**src/rtl/core/mcm_pkg.sv**
```systemverilog
// ----------------------------------------------------------------------------
// mcm_pkg: shared types and constants of the 4x4 column multiplier
// Widths, operation codes and the transaction record passed along the chain.
// ----------------------------------------------------------------------------
package mcm_pkg;

  localparam int unsigned LANES         = 4;
  localparam int unsigned COL_W         = 2;
  localparam int unsigned ELEM_W        = 32;
  localparam int unsigned PROD_W        = 2 * ELEM_W;
  // Four full products need two extra bits to stay exact.
  localparam int unsigned SUM_W         = PROD_W + 2;
  localparam int unsigned FRAC_BITS_DEF = 16;

  localparam logic MODE_LOAD = 1'b0;
  localparam logic MODE_MUL  = 1'b1;

  typedef struct packed {
    logic                             mode;
    logic [COL_W-1:0]                 column;
    logic [LANES-1:0][ELEM_W-1:0]     elem;
    logic [LANES-1:0][SUM_W-1:0]      sum;
  } mcm_item_t;

  // Signed 32 x 32 product, full 64-bit result.
  function automatic logic signed [PROD_W-1:0] mul_full(
    input logic signed [ELEM_W-1:0] a,
    input logic signed [ELEM_W-1:0] b
  );
    mul_full = a * b;
  endfunction

endpackage

```
**src/rtl/core/mcm_out.sv**
```systemverilog
// ----------------------------------------------------------------------------
// mcm_out: scaling, saturation and output register
// Drops the fraction bits of the exact sums, clamps to 32 bits and holds
// the result transaction until the consumer takes it.
// ----------------------------------------------------------------------------
module mcm_out
  import mcm_pkg::*;
#(
  parameter int unsigned FRAC_BITS = FRAC_BITS_DEF
) (
  input  logic                         clk,
  input  logic                         rst_n,
  input  logic                         en,
  input  logic                         in_vld,
  input  mcm_item_t                    in_item,
  output logic                         out_vld,
  output logic [COL_W-1:0]             out_col,
  output logic [LANES-1:0][ELEM_W-1:0] out_prod,
  output logic                         out_sat
);

  logic                         vld_r, vld_nxt;
  logic [COL_W-1:0]             col_r;
  logic [LANES-1:0][ELEM_W-1:0] prod_r, prod_nxt;
  logic                         sat_r, sat_nxt;
  logic [LANES-1:0][SUM_W-1:0]  shifted;
  logic [LANES-1:0]             lane_sat;

  always_comb begin
    for (int r = 0; r < LANES; r++) begin
      shifted[r] = $signed(in_item.sum[r]) >>> FRAC_BITS;
      // Fits when every bit above the result's sign bit matches it.
      lane_sat[r] = !((&shifted[r][SUM_W-1:ELEM_W-1]) ||
                      !(|shifted[r][SUM_W-1:ELEM_W-1]));
      if (!lane_sat[r]) begin
        prod_nxt[r] = shifted[r][ELEM_W-1:0];
      end else if (in_item.sum[r][SUM_W-1]) begin
        prod_nxt[r] = {1'b1, {(ELEM_W-1){1'b0}}};
      end else begin
        prod_nxt[r] = {1'b0, {(ELEM_W-1){1'b1}}};
      end
    end
    sat_nxt = |lane_sat;
    vld_nxt = en ? (in_vld && (in_item.mode == MODE_MUL)) : vld_r;
  end

  always_ff @(posedge clk) begin
    if (!rst_n) begin
      vld_r <= 1'b0;
    end else begin
      vld_r <= vld_nxt;
    end
  end

  always_ff @(posedge clk) begin
    if (en) begin
      col_r  <= in_item.column;
      prod_r <= prod_nxt;
      sat_r  <= sat_nxt;
    end
  end

  assign out_vld  = vld_r;
  assign out_col  = col_r;
  assign out_prod = prod_r;
  assign out_sat  = sat_r;

endmodule

```
**config.mk**
```make
export PLATFORM = sky130hd
export DESIGN_NAME = mcm_out
export DESIGN_NICKNAME = d
export VERILOG_FILES = /design/src/rtl/core/mcm_pkg.sv /design/src/rtl/core/mcm_out.sv
export SDC_FILE = /design/constraint.sdc
export NUM_CORES = 1
export LEC_CHECK = 0
export BUFFER_PORTS_ARGS = -buffer_cell sky130_fd_sc_hd__buf_2
export CORE_AREA = 2 2 207 209
export CTS_CLUSTER_DIAMETER = 100
export DETAILED_ROUTE_END_ITERATION = 12
export DIE_AREA = 0 0 209 211
export SYNTH_ARGS = -nofsm -noshare
export SYNTH_HDL_FRONTEND = slang
export SYNTH_SLANG_ARGS = --single-unit
```
**constraint.sdc**
```tcl
create_clock -name clk -period 2.7 [get_ports clk]
set_input_delay 0.675 -clock clk [delete_from_list [all_inputs] [get_ports clk]]
set_output_delay 0.675 -clock clk [all_outputs]
set_load 0.01 [all_outputs]
```
# Yosys cells after proc, flatten, opt, wreduce, memory -nomap -nowiden
# Cells that the tools add are included.
totals:
  reg_bits: 132
  latch_bits: 0
  ramBits: 0
  romBits: 0
  in_bits: 399
  out_inout_bits: 132
  elab_cells: 37
  n_memories: 0
op_classes:
  addsub: 0
  n_mul: 0
  div: 0
  n_lt_le_gt_ge: 0
  n_eq_ne: 0
  shifts: 0
  muxes: 8
  bitwise: 0
  reduce_logical: 22
ops:
  columns: ["op", "count"]
  rows:
  - ["two-way mux 32 bit", 8]
  - ["AND reduction 19 bit", 4]
  - ["OR reduction 19 bit", 4]
  - ["zero test 1 bit", 8]
  - ["logical OR 1 bit", 4]
  - ["OR reduction 4 bit", 1]
  - ["logical AND 1 bit", 1]

# Logic depth before layout (Yosys ltp)
# Gate-level depths: netlist (run 1).
logic_depth:
  ltp_word: 5
  depth_mapped: 6
  depth_no_buf: 5

# Least setup slack after synthesis (run 1)
# Ideal clock, no wire load.
synth_path:
  path_kind: "input port to flip-flop"
  from: "input port in_item[58] in the netlist's numbering"
  to: "register prod_r (netlist bit out_prod[21]) (data pin)"
  setup_ns: 0.254
  t_arrival_ns: 1.718
  slack_ns: 0.727
  cell_stages: 6
  n_path_buf: 1
  cell_sequence: "nor4_1 > nand4_1 > nor4_2 > a311oi_2 > buf_6 > a21o_2"
synth_lines:
  columns: ["element", "line_no", "source"]
  rows:
  - ["start, declared", "mcm_out.sv:15", "input mcm_item_t in_item,"]
  - ["end signal, assigned", "mcm_out.sv:58", "prod_r <= prod_nxt;"]
  - ["end, declared", "mcm_out.sv:24", "logic [LANES-1:0][ELEM_W-1:0] prod_r, prod_nxt;"]

==> results.md, run 1 <==
* Status: complete, no violations
* First-pass GRT wire length at 27000 um
* Hold endpoint: out_col[1]
* Utilization after layout at 20.5%
* GRT busiest layer: met2
* Max-slew headroom at 38.0%
* Area of the mapped netlist at 0.00571 mm^2
* Required time worst endpoint at 2890 ps
* Ys Warns at 0
* Post-DP HPWL at 14400 um
* Total GRT Usage at 8.50%
* Met2 Use GR at 13.0%
* Die Ht at 211 um
* Post-route cell area at 0.00858 mm^2
* Area leader, netlist: edfxtp_1
* Routed Wire Length at 18900 um
* Hold Startpoint: in_item[393]
* Crit Path Category: primary input to register
* Post-DP Area at 0.00800 mm^2
* Final setup viols at 0
* IO Count at 531
* Max IR drop VDD at 0.499 mV
* Setup bufs post-CTS at 0
* Unrepaired setup endpoints after global routing: false
* Multi-input logic area at 0.00153 mm^2
* Clock sink count at 132
* Ranking of synthesized cells by area: edfxtp_1, a21o_2, a21o_1
* Vias in the first global route at 4639
* Skew final at 0 ps
* Reg area at 0.00395 mm^2
* Worst setup margin at 607 ps
* Met3 Use GR at 4.33%
* Die X at 209 um
* Global placer's final weighted congestion at 0.749
* ANT cells at 0
* Layout cells sized above 1 at 68.1%
* Worst R2R Start: out_vld
* Hold depth at 1
* Worst slack at placement at 142 ps
* Leakage at 3.86 nW
* Syn Nets at 747
* Critical path arrival at 2290 ps
* Fin Setup TNS at 0 ps
* Worst skew pair latency at 440 ps
* Final Hold Vio Count at 0
* Drt initial violations at 251
* Max-slew violations at 0
* Full die area at 0.0441 mm^2
* Post-synth EDFFs at 131
* CTS tree: yes
* Reg clk slew, reported paths at 60 ps
* Fin crit period at 2090 ps
* MaxCap Viol Count at 0
* Final nets at 1088
* FF-to-FF path depth at 2
* Core Box Area at 0.0418 mm^2
* Root Driver: clkbuf_16
* Reg-to-Reg End: out_vld
* Cells after Synth at 348
* Top-count cell post-synth: edfxtp_1
* Row cnt at 75
* TritonCTS Buffers at 17
* Mapped Avg Cell Area at 16.4 um^2
* # port buffers at 338
* Yosys reg bits at 132
* Area grow syn2layout at 50.3%
* DR vias at 4528
* Final critical-path share of the clock period at 77.5%
* Crit-path slowest cell: nor4_1
* Async SR Flop Fraction at 0%
* HP Class: primary input to register
* Register area share after synthesis at 69.3%
* Routed wire per std cell at 15.2 um
* Post-CTS sizing at 0
* CP Capture Type: register
* CP Cell Sequence: buf_2 > nor4_1 > nand4_1 > nor4_2 > a311oi_4 > buf_4 > a21o_2
* GR Overflow Total at 0
* Synth unique cells at 20
* F_max at 478 MHz
* Most used DFF post-synth: edfxtp_1
* Commonest cells in the netlist: edfxtp_1, a21o_2, a21o_1, nand4_1, buf_6
* CTS max path bufs at 2
* DRT antenna net count at 0
* CP startpoint kind: primary input
* Power density cells at 633 mW/mm^2
* Actual slew at the worst max-slew pin at 930 ps
* # hold bufs at CTS at 0
* Antenna violations before repair at 3
* Pre-antenna DRT Iters at 6
* DRC at 0
* # fillers at 4478
* Flop2flop setup slack at 2120 ps
* Max stage delay on crit path at 340 ps
* Initial Utilization at 13.7%
* Vias/cell at 3.65
* Critical-path maximum fanout at 18
* Post-synth top area share at 68.9%
* H-Tree Depth at 4
* Met1 usage at 9.84%
* Largest net degree at the start of global routing at 58
## worst max path at each step
stage	to	start	slack (ps)	depth (start not counted)
after floorplan	out_prod[21]	in_item[58]	730	6
after global placement	out_prod[28]	in_item[65]	180	7
after detailed placement	out_prod[14]	in_item[65]	140	7
after CTS	out_prod[20]	in_item[65]	650	7
after global routing	out_prod[15]	in_item[50]	510	7
final	out_prod[15]	in_item[50]	610	7
## area by class of cell
type	instances	area share, %
Multi-Input combinational cell	188	17.9
Sequential cell	132	46.1
Tap cell	539	7.86
Clock buffer	18	5.00
Clock inverter	14	1.78
Timing Repair Buffer	350	21.4
## sequential cells by signal (all words and copies together) (netlist names)
| name | count |
|---|---|
| out_prod | 128 |
| out_col | 2 |
| out_sat | 1 |
| out_vld | 1 |
## metrics by stage
| stage | instances | total power, mW | hold WS, ps |
|---|---|---|---|
| after CTS | 1241 | 5.56 | 359 |
| after detailed placement | 1209 | 3.17 | 477 |
| after floorplan | 348 | 2.74 | 497 |
| final | 1241 | 5.43 | 411 |
| after global routing | 1241 | 5.67 | 378 |
| after global placement | 1209 | 3.16 | 464 |
## power by group
group	internal, mW	total, mW	switching (mW)
Combinational	0.294	0.634	0.341
Clock	1.37	2.32	0.956
Sequential	2.43	2.48	0.0432
## cells by family (layout without fill, tap and decap cells)
family	after synthesis	after routing	share of synthesized area, %
AOI/OAI and AO/OA	133	133	19.9
buffers and inverters	28	382	4.80
DFF	132	132	69.3
and+or+nand+nor	55	55	6.09
## cells in the final DEF (no fill, tap or decap)
cell type   Yosys  layout
buf_2           3     337
edfxtp_1      131     131
a21o_2         85      85
a21o_1         39      39
nand4_1        21      21
clkbuf_16       0      17
nor4_1         16      16
nor2_1          8       8
buf_4           3       8
and3_1          4       4
nor4_2          4       4
a31o_2          4       4
a311oi_4        0       4
inv_6           0       4
clkinv_4        0       4
buf_12          0       4
clkinv_2        0       3
bufinv_16       0       2
nand2b_1        1       1
nand3_1         1       1
a21boi_0        1       1
clkbuf_1        1       1
clkinvlp_4      0       1
buf_6          18       1
dfxtp_1         1       1
## critical path, delay by kind of cell
kind | cells | cell delay, ps
buf+inv | 2 | 380
simple gates | 3 | 820
compound gates | 2 | 390
## routing by layer
metal / part of all wire, % / up-vias
li1: - / 2085
met1: 42 / 2140
met2: 45 / 268
met3: 11 / 29
met4: 2.0 / 6
met5: 0.23 / -
No activity file was read; power rests on OpenSTA's default activity.
==> inputs of run 2 (changes only) <==
Settings changed: CORE_AREA 2 2 207 209 to 2 2 205 207, DIE_AREA 0 0 209 211 to 0 0 207 209.
Clock period 2.7 ns to 1.8 ns, I/O delays scaled along.
==> run 2 against run 1 <==
Against the previous run: global-route usage increased by 0.16 points; non-clock buffer count up 23; utilization grew 0.98 points; clock-buffer cell count grew 1; critical path type unchanged.
==> results.md, run 2 (same netlist as run 1, synthesis figures left out) <==
* CP Launch Point: in_item[249]
* Row cnt at 75 (unchanged)
* Combinational fraction of design power at 12.2% (+0.5 points)
* Core Box Area at 0.0413 mm^2 (-1.1%)
* Clock sink count at 132 (unchanged)
* CP Capture Type: register
* First-pass GRT wire length at 27800 um (+3.1%)
* Most frequent cells in the layout: buf_2, edfxtp_1, a21o_2
* Total GRT Usage at 8.66% (+0.16 points)
* F_max at 603 MHz
* Worst hold slack at 187 ps (-224 ps)
* Required time worst endpoint at 1980 ps (-910 ps)
* Post-route cell area at 0.00889 mm^2 (+3.6%)
* Area grow syn2layout at 55.7%
* Reg clk slew, reported paths at 60 ps (about the same)
* Worst R2R Start: out_vld
* Full die area at 0.0433 mm^2 (-1.9%)
* Routed Wire Length at 18900 um (about the same)
* TritonCTS Buffers at 17 (unchanged)
* CTS tree: yes
* Vias in the first global route at 4818 (+3.9%)
* Drt initial violations at 176 (-30%)
* Skew final at 0 ps (unchanged)
* Actual slew at the worst max-slew pin at 471 ps (-459 ps)
* Unrepaired setup endpoints after global routing: false
* MaxCap Viol Count at 0 (unchanged)
* Leakage at 3.99 nW (+3.5%)
* Switching portion of total power at 25.3% (+0.61 points)
* Largest net degree at the start of global routing at 39 (-33%)
* Max-slew headroom at 68.6% (+31 points)
* Post-Layout Cell Count at 1268 (+2.2%)
* Critical-path maximum fanout at 15 (-3)
* GR Overflow Total at 0 (unchanged)
* Clk pwr share at 42.2% (-0.6 points)
* DP Cell Count at 1232 (+1.9%)
* Root Driver: clkbuf_16
* Max-slew violations at 0 (unchanged)
* Pre-antenna DRT Iters at 4 (-2)
* Global placer's final weighted congestion at 0.761 (+1.6%)
* Antenna violations before repair at 7 (+4)
* Final nets at 1111 (+2.1%)
* FF-to-FF path depth at 2 (unchanged)
* Total internal power at 6.07 mW (+48%)
* Fin crit period at 1660 ps
* Initial Utilization at 13.8% (+0.16 points)
* Final setup viols at 0 (unchanged)
* DR vias at 4535 (+0.15%)
* Worst skew pair latency at 430 ps (about the same)
* # port buffers at 338 (unchanged)
* CTS max path bufs at 2 (unchanged)
* HP Class: primary input to register
* Max reg flops at 128 (unchanged)
* DRT antenna net count at 0 (unchanged)
* Reg-to-Reg End: out_vld
* Most common cell after layout, fill and taps aside: buf_2
* Worst slack at placement at -523 ps (-665 ps)
* Die Ht at 209 um (-0.95%)
* Status: complete, no violations
* Switching pwr at 2.05 mW (+53%)
* Sequential share of power at 45.7% (about the same)
* Routed wire per std cell at 14.9 um (-2.2%)
* Hold depth at 1 (unchanged)
* Final Hold Vio Count at 0 (unchanged)
* Flop2flop setup slack at 1190 ps (-930 ps)
* Post-DP HPWL at 14700 um (+2.1%)
* End point of the critical path: out_prod[126]
* Critical path arrival at 1840 ps (-450 ps)
* Vias/cell at 3.58 (-2.0%)
* H-Tree Depth at 4 (unchanged)
* IO Count at 531 (unchanged)
* Post-DP Area at 0.00827 mm^2 (+3.4%)
* Power density cells at 914 mW/mm^2 (+44%)
* Final critical-path share of the clock period at 92.1%
* Crit Path Category: primary input to register
* CP startpoint kind: primary input
* Max IR drop VDD at 0.661 mV (+33%)
* DRC at 0 (unchanged)
* Die X at 207 um (-0.96%)
* Worst setup margin at 142 ps (-465 ps)
* Layout cells sized above 1 at 69.4% (+1.3 points)
==> run 2: what timing repair did <==
action,CTS,global route
hold buffers,0,0
setup endpoints to repair,32,32
gates resized for setup,1,4
buffers inserted,0,0
==> run 2: power by group through the flow <==
stage / logic [mW] / registers, mW / clock network (mW)
after floorplan: 0.200 / 3.91 / 0
after global placement: 0.989 / 3.77 / 0
after detailed placement: 0.997 / 3.78 / 0
after CTS: 1.00 / 3.71 / 3.58
after global routing: 1.07 / 3.73 / 3.69
final: 0.989 / 3.71 / 3.43
==> run 2: critical path: stages <==
cell and delay [ps]:
buf_2 120, nor4_4 300, buf_4 160, nand4_1 100, nor4_2 140, buf_4 160, a311oi_4 60, buf_12 200
a21o_1 150
==> run 2: how the worst min path moves through the flow <==
stage                 start         end  slack (ps)
2_1_floorplan       out_vld     out_vld         500
3_3_place_gp        out_vld     out_vld         470
3_5_place_dp        out_vld     out_vld         490
4_1_cts        in_item[393]  out_col[1]         150
5_1_grt        in_item[392]  out_col[0]         150
6_report       in_item[393]  out_col[1]         190
==> run 2: final cells by class <==
type                    instances  area (um^2)
well taps                     539          674
clock buffers                  19          433
flip-flops and latches        132         3950
multi-input cells             188         1570
diodes                          4         10.0
fillers                      4462        32400
repair buffers                373         2110
clock inverters                13          136
==> run 2: per-stage QoR <==
stage / utilization (%) / setup TNS, ps / power (mW)
after floorplan: - / 0 / 4.11
after global placement: 20.0 / -36830 / 4.76
after detailed placement: 20.0 / -36950 / 4.77
after CTS: 21.4 / 0 / 8.30
after global routing: 21.5 / 0 / 8.49
final: 21.5 / 0 / 8.12
==> run 2: routing by layer <==
layer	share of wire (%)	track usage, %	vias up
met5	0.18	0	-
met2	45	13.6	235
met3	13	5.59	16
met4	1.0	2.44	6
met1	41	9.62	2141
li1	-	-	2137
==> inputs of run 3 (changes only) <==
--- a/config.mk
+++ b/config.mk
@@ -11,4 +11,5 @@
 export DETAILED_ROUTE_END_ITERATION = 12
 export DIE_AREA = 0 0 207 209
+export SKIP_CTS_REPAIR_TIMING = 1
 export SYNTH_ARGS = -nofsm -noshare
 export SYNTH_HDL_FRONTEND = slang
==> constraint.sdc (replaced) <==
create_clock -name clk -period 1.8 [get_ports clk]
set_input_delay 0.45 -clock clk [delete_from_list [all_inputs] [get_ports clk]]
set_output_delay 0.45 -clock clk [all_outputs]
set_load 0.005 [all_outputs]
==> run 3 against run 2 <==
Against the previous run: non-clock buffer count is the same; register-to-register slack is essentially flat; routed wire length grew 0.14%; hold slack is essentially flat; sequential share of layout area is the same; maximum frequency shrank 3.4%; cell area is the same; sequential cell count is the same; die area is the same; largest cell class unchanged.
==> results.md, run 3 (same netlist as run 1, synthesis figures left out) <==
* GRT busiest layer: met2
* Core Box Area at 0.0413 mm^2 (unchanged)
* Final setup viols at 0 (unchanged)
* Post-DP HPWL at 14700 um (unchanged)
* Worst setup margin at 82.6 ps (-59.2 ps)
* Reg-to-Reg End: out_vld
* Max-slew headroom at 68.6% (unchanged)
* # port buffers at 338 (unchanged)
* Hold depth at 1 (unchanged)
* CTS max path bufs at 2 (unchanged)
* FF-to-FF path depth at 2 (unchanged)
* Unrepaired setup endpoints after global routing: false
* Largest net degree at the start of global routing at 39 (unchanged)
* H-Tree Depth at 4 (unchanged)
* Pre-antenna DRT Iters at 4 (unchanged)
* Clk pwr share at 42.6% (+0.4 points)
* Root Driver: clkbuf_16
* DRC at 0 (unchanged)
* Switching portion of total power at 24.4% (-0.88 points)
* Full die area at 0.0433 mm^2 (unchanged)
* Clock sink count at 132 (unchanged)
* Most frequent cells in the layout: buf_2, edfxtp_1, a21o_2
* Die Ht at 209 um (unchanged)
* Row cnt at 75 (unchanged)
* TritonCTS Buffers at 17 (unchanged)
* Worst slack at placement at -523 ps (unchanged)
* Fin crit period at 1720 ps (+59.2 ps)
* Sequential share of power at 46.2% (+0.5 points)
* Actual slew at the worst max-slew pin at 471 ps (unchanged)
* Status: complete, no violations
* Routed wire per std cell at 14.9 um (+0.14%)
* Total GRT Usage at 8.66% (about the same)
* CP startpoint kind: primary input
* Fin Setup TNS at 0 ps (unchanged)
* DRT antenna net count at 0 (unchanged)
* Most common cell after layout, fill and taps aside: buf_2
* Drt initial violations at 192 (+9.1%)
* Final nets at 1111 (unchanged)
* Die X at 207 um (unchanged)
* DR vias at 4542 (+0.15%)
* Hold Startpoint: in_item[393]
* Max-slew violations at 0 (unchanged)
* MaxCap Viol Count at 0 (unchanged)
* Hold endpoint: out_col[1]
* Vias in the first global route at 4817 (-0.021%)
* Antenna violations before repair at 7 (unchanged)
* Critical path arrival at 1900 ps (+60 ps)
* Combinational fraction of design power at 11.2% (-1.0 points)
* Met2 Use GR at 13.6% (about the same)
* Power density cells at 903 mW/mm^2 (-1.2%)
* CP Capture Type: register
* Routed Wire Length at 18900 um (+0.14%)
* Required time worst endpoint at 1980 ps (about the same)
* Worst R2R Start: out_vld
* Worst skew pair latency at 430 ps (about the same)
* Final Hold Vio Count at 0 (unchanged)
* Flop2flop setup slack at 1190 ps (about the same)
* Layout cells sized above 1 at 69.4% (unchanged)
* CTS tree: yes
* Leakage at 3.99 nW (unchanged)
* Switching pwr at 1.96 mW (-4.7%)
* Met1 usage at 9.62% (unchanged)
* F_max at 582 MHz (-3.4%)
* Reg clk slew, reported paths at 70 ps (about the same)
* Design Power at 8.02 mW (-1.2%)
* Global placer's final weighted congestion at 0.761 (unchanged)
* Initial Utilization at 13.8% (unchanged)
* First-pass GRT wire length at 27800 um (about the same)
* GR Overflow Total at 0 (unchanged)
* IO Count at 531 (unchanged)
* Skew final at 0 ps (unchanged)
* Met3 Use GR at 5.59% (unchanged)
* Vias/cell at 3.58 (+0.15%)
* Worst hold slack at 188 ps (+0.130 ps)
* Max reg flops at 128 (unchanged)
* Crit Path Category: primary input to register
* Max IR drop VDD at 0.659 mV (-0.33%)
* Final critical-path share of the clock period at 95.4% (+3.3 points)
* Critical-path maximum fanout at 15 (unchanged)
* Area grow syn2layout at 55.7% (unchanged)
* HP Class: primary input to register
* Total internal power at 6.07 mW (about the same)
==> run 3: cell counts in the layout (fill, tap and decap cells not counted) <==
Identical to the previous run, type by type.
==> run 3: final cells by class <==
cell class | instances | area, um^2
flip-flops and latches | 132 | 3950
clock inverters | 13 | 136
clock buffers | 19 | 433
multi-input cells | 188 | 1570
fillers | 4464 | 32400
diodes | 4 | 10.0
repair buffers | 373 | 2110
well taps | 539 | 674
==> run 3: critical path, cell delays in order <==
cell and delay, ps:
buf_2 120, nor4_4 340, buf_4 170, nand4_1 100
nor4_2 140, buf_4 160, a311oi_4 60, buf_12 200
a21o_1 160
==> run 3: worst max path at each step <==
stage	from	to	slack, ps	depth (start not counted)
2_1_floorplan	in_item[58]	out_prod[21]	50	6
3_3_place_gp	in_item[249]	out_prod[126]	-510	9
5_1_grt	in_item[249]	out_prod[112]	20	9
4_1_cts	in_item[249]	out_prod[112]	-60	9
3_5_place_dp	in_item[249]	out_prod[119]	-520	9
6_report	in_item[249]	out_prod[126]	80	9
==> run 3: power groups by stage <==
stage                     clock, mW  sequential (mW)  combinational [mW]
after global placement            0             3.77               0.897
after floorplan                   0             3.81               0.200
final                          3.42             3.71               0.897
after global routing           3.69             3.73               0.983
after detailed placement          0             3.78               0.904
after CTS                      3.58             3.71               0.907
==> run 3: metal layers <==
layer	routed length, um	share of wire [%]
met5	34	0.18
met4	195	1.0
met3	2420	13
met1	7660	41
met2	8570	45
==> run 3: metrics by stage <==
step	utilization, %	cells	cell area, um^2
detailed placement	20.0	1232	8270
finish	21.5	1268	8890
CTS	21.4	1264	8840
global placement	20.0	1232	8270
global route	21.5	1264	8880
floorplan	-	348	5710
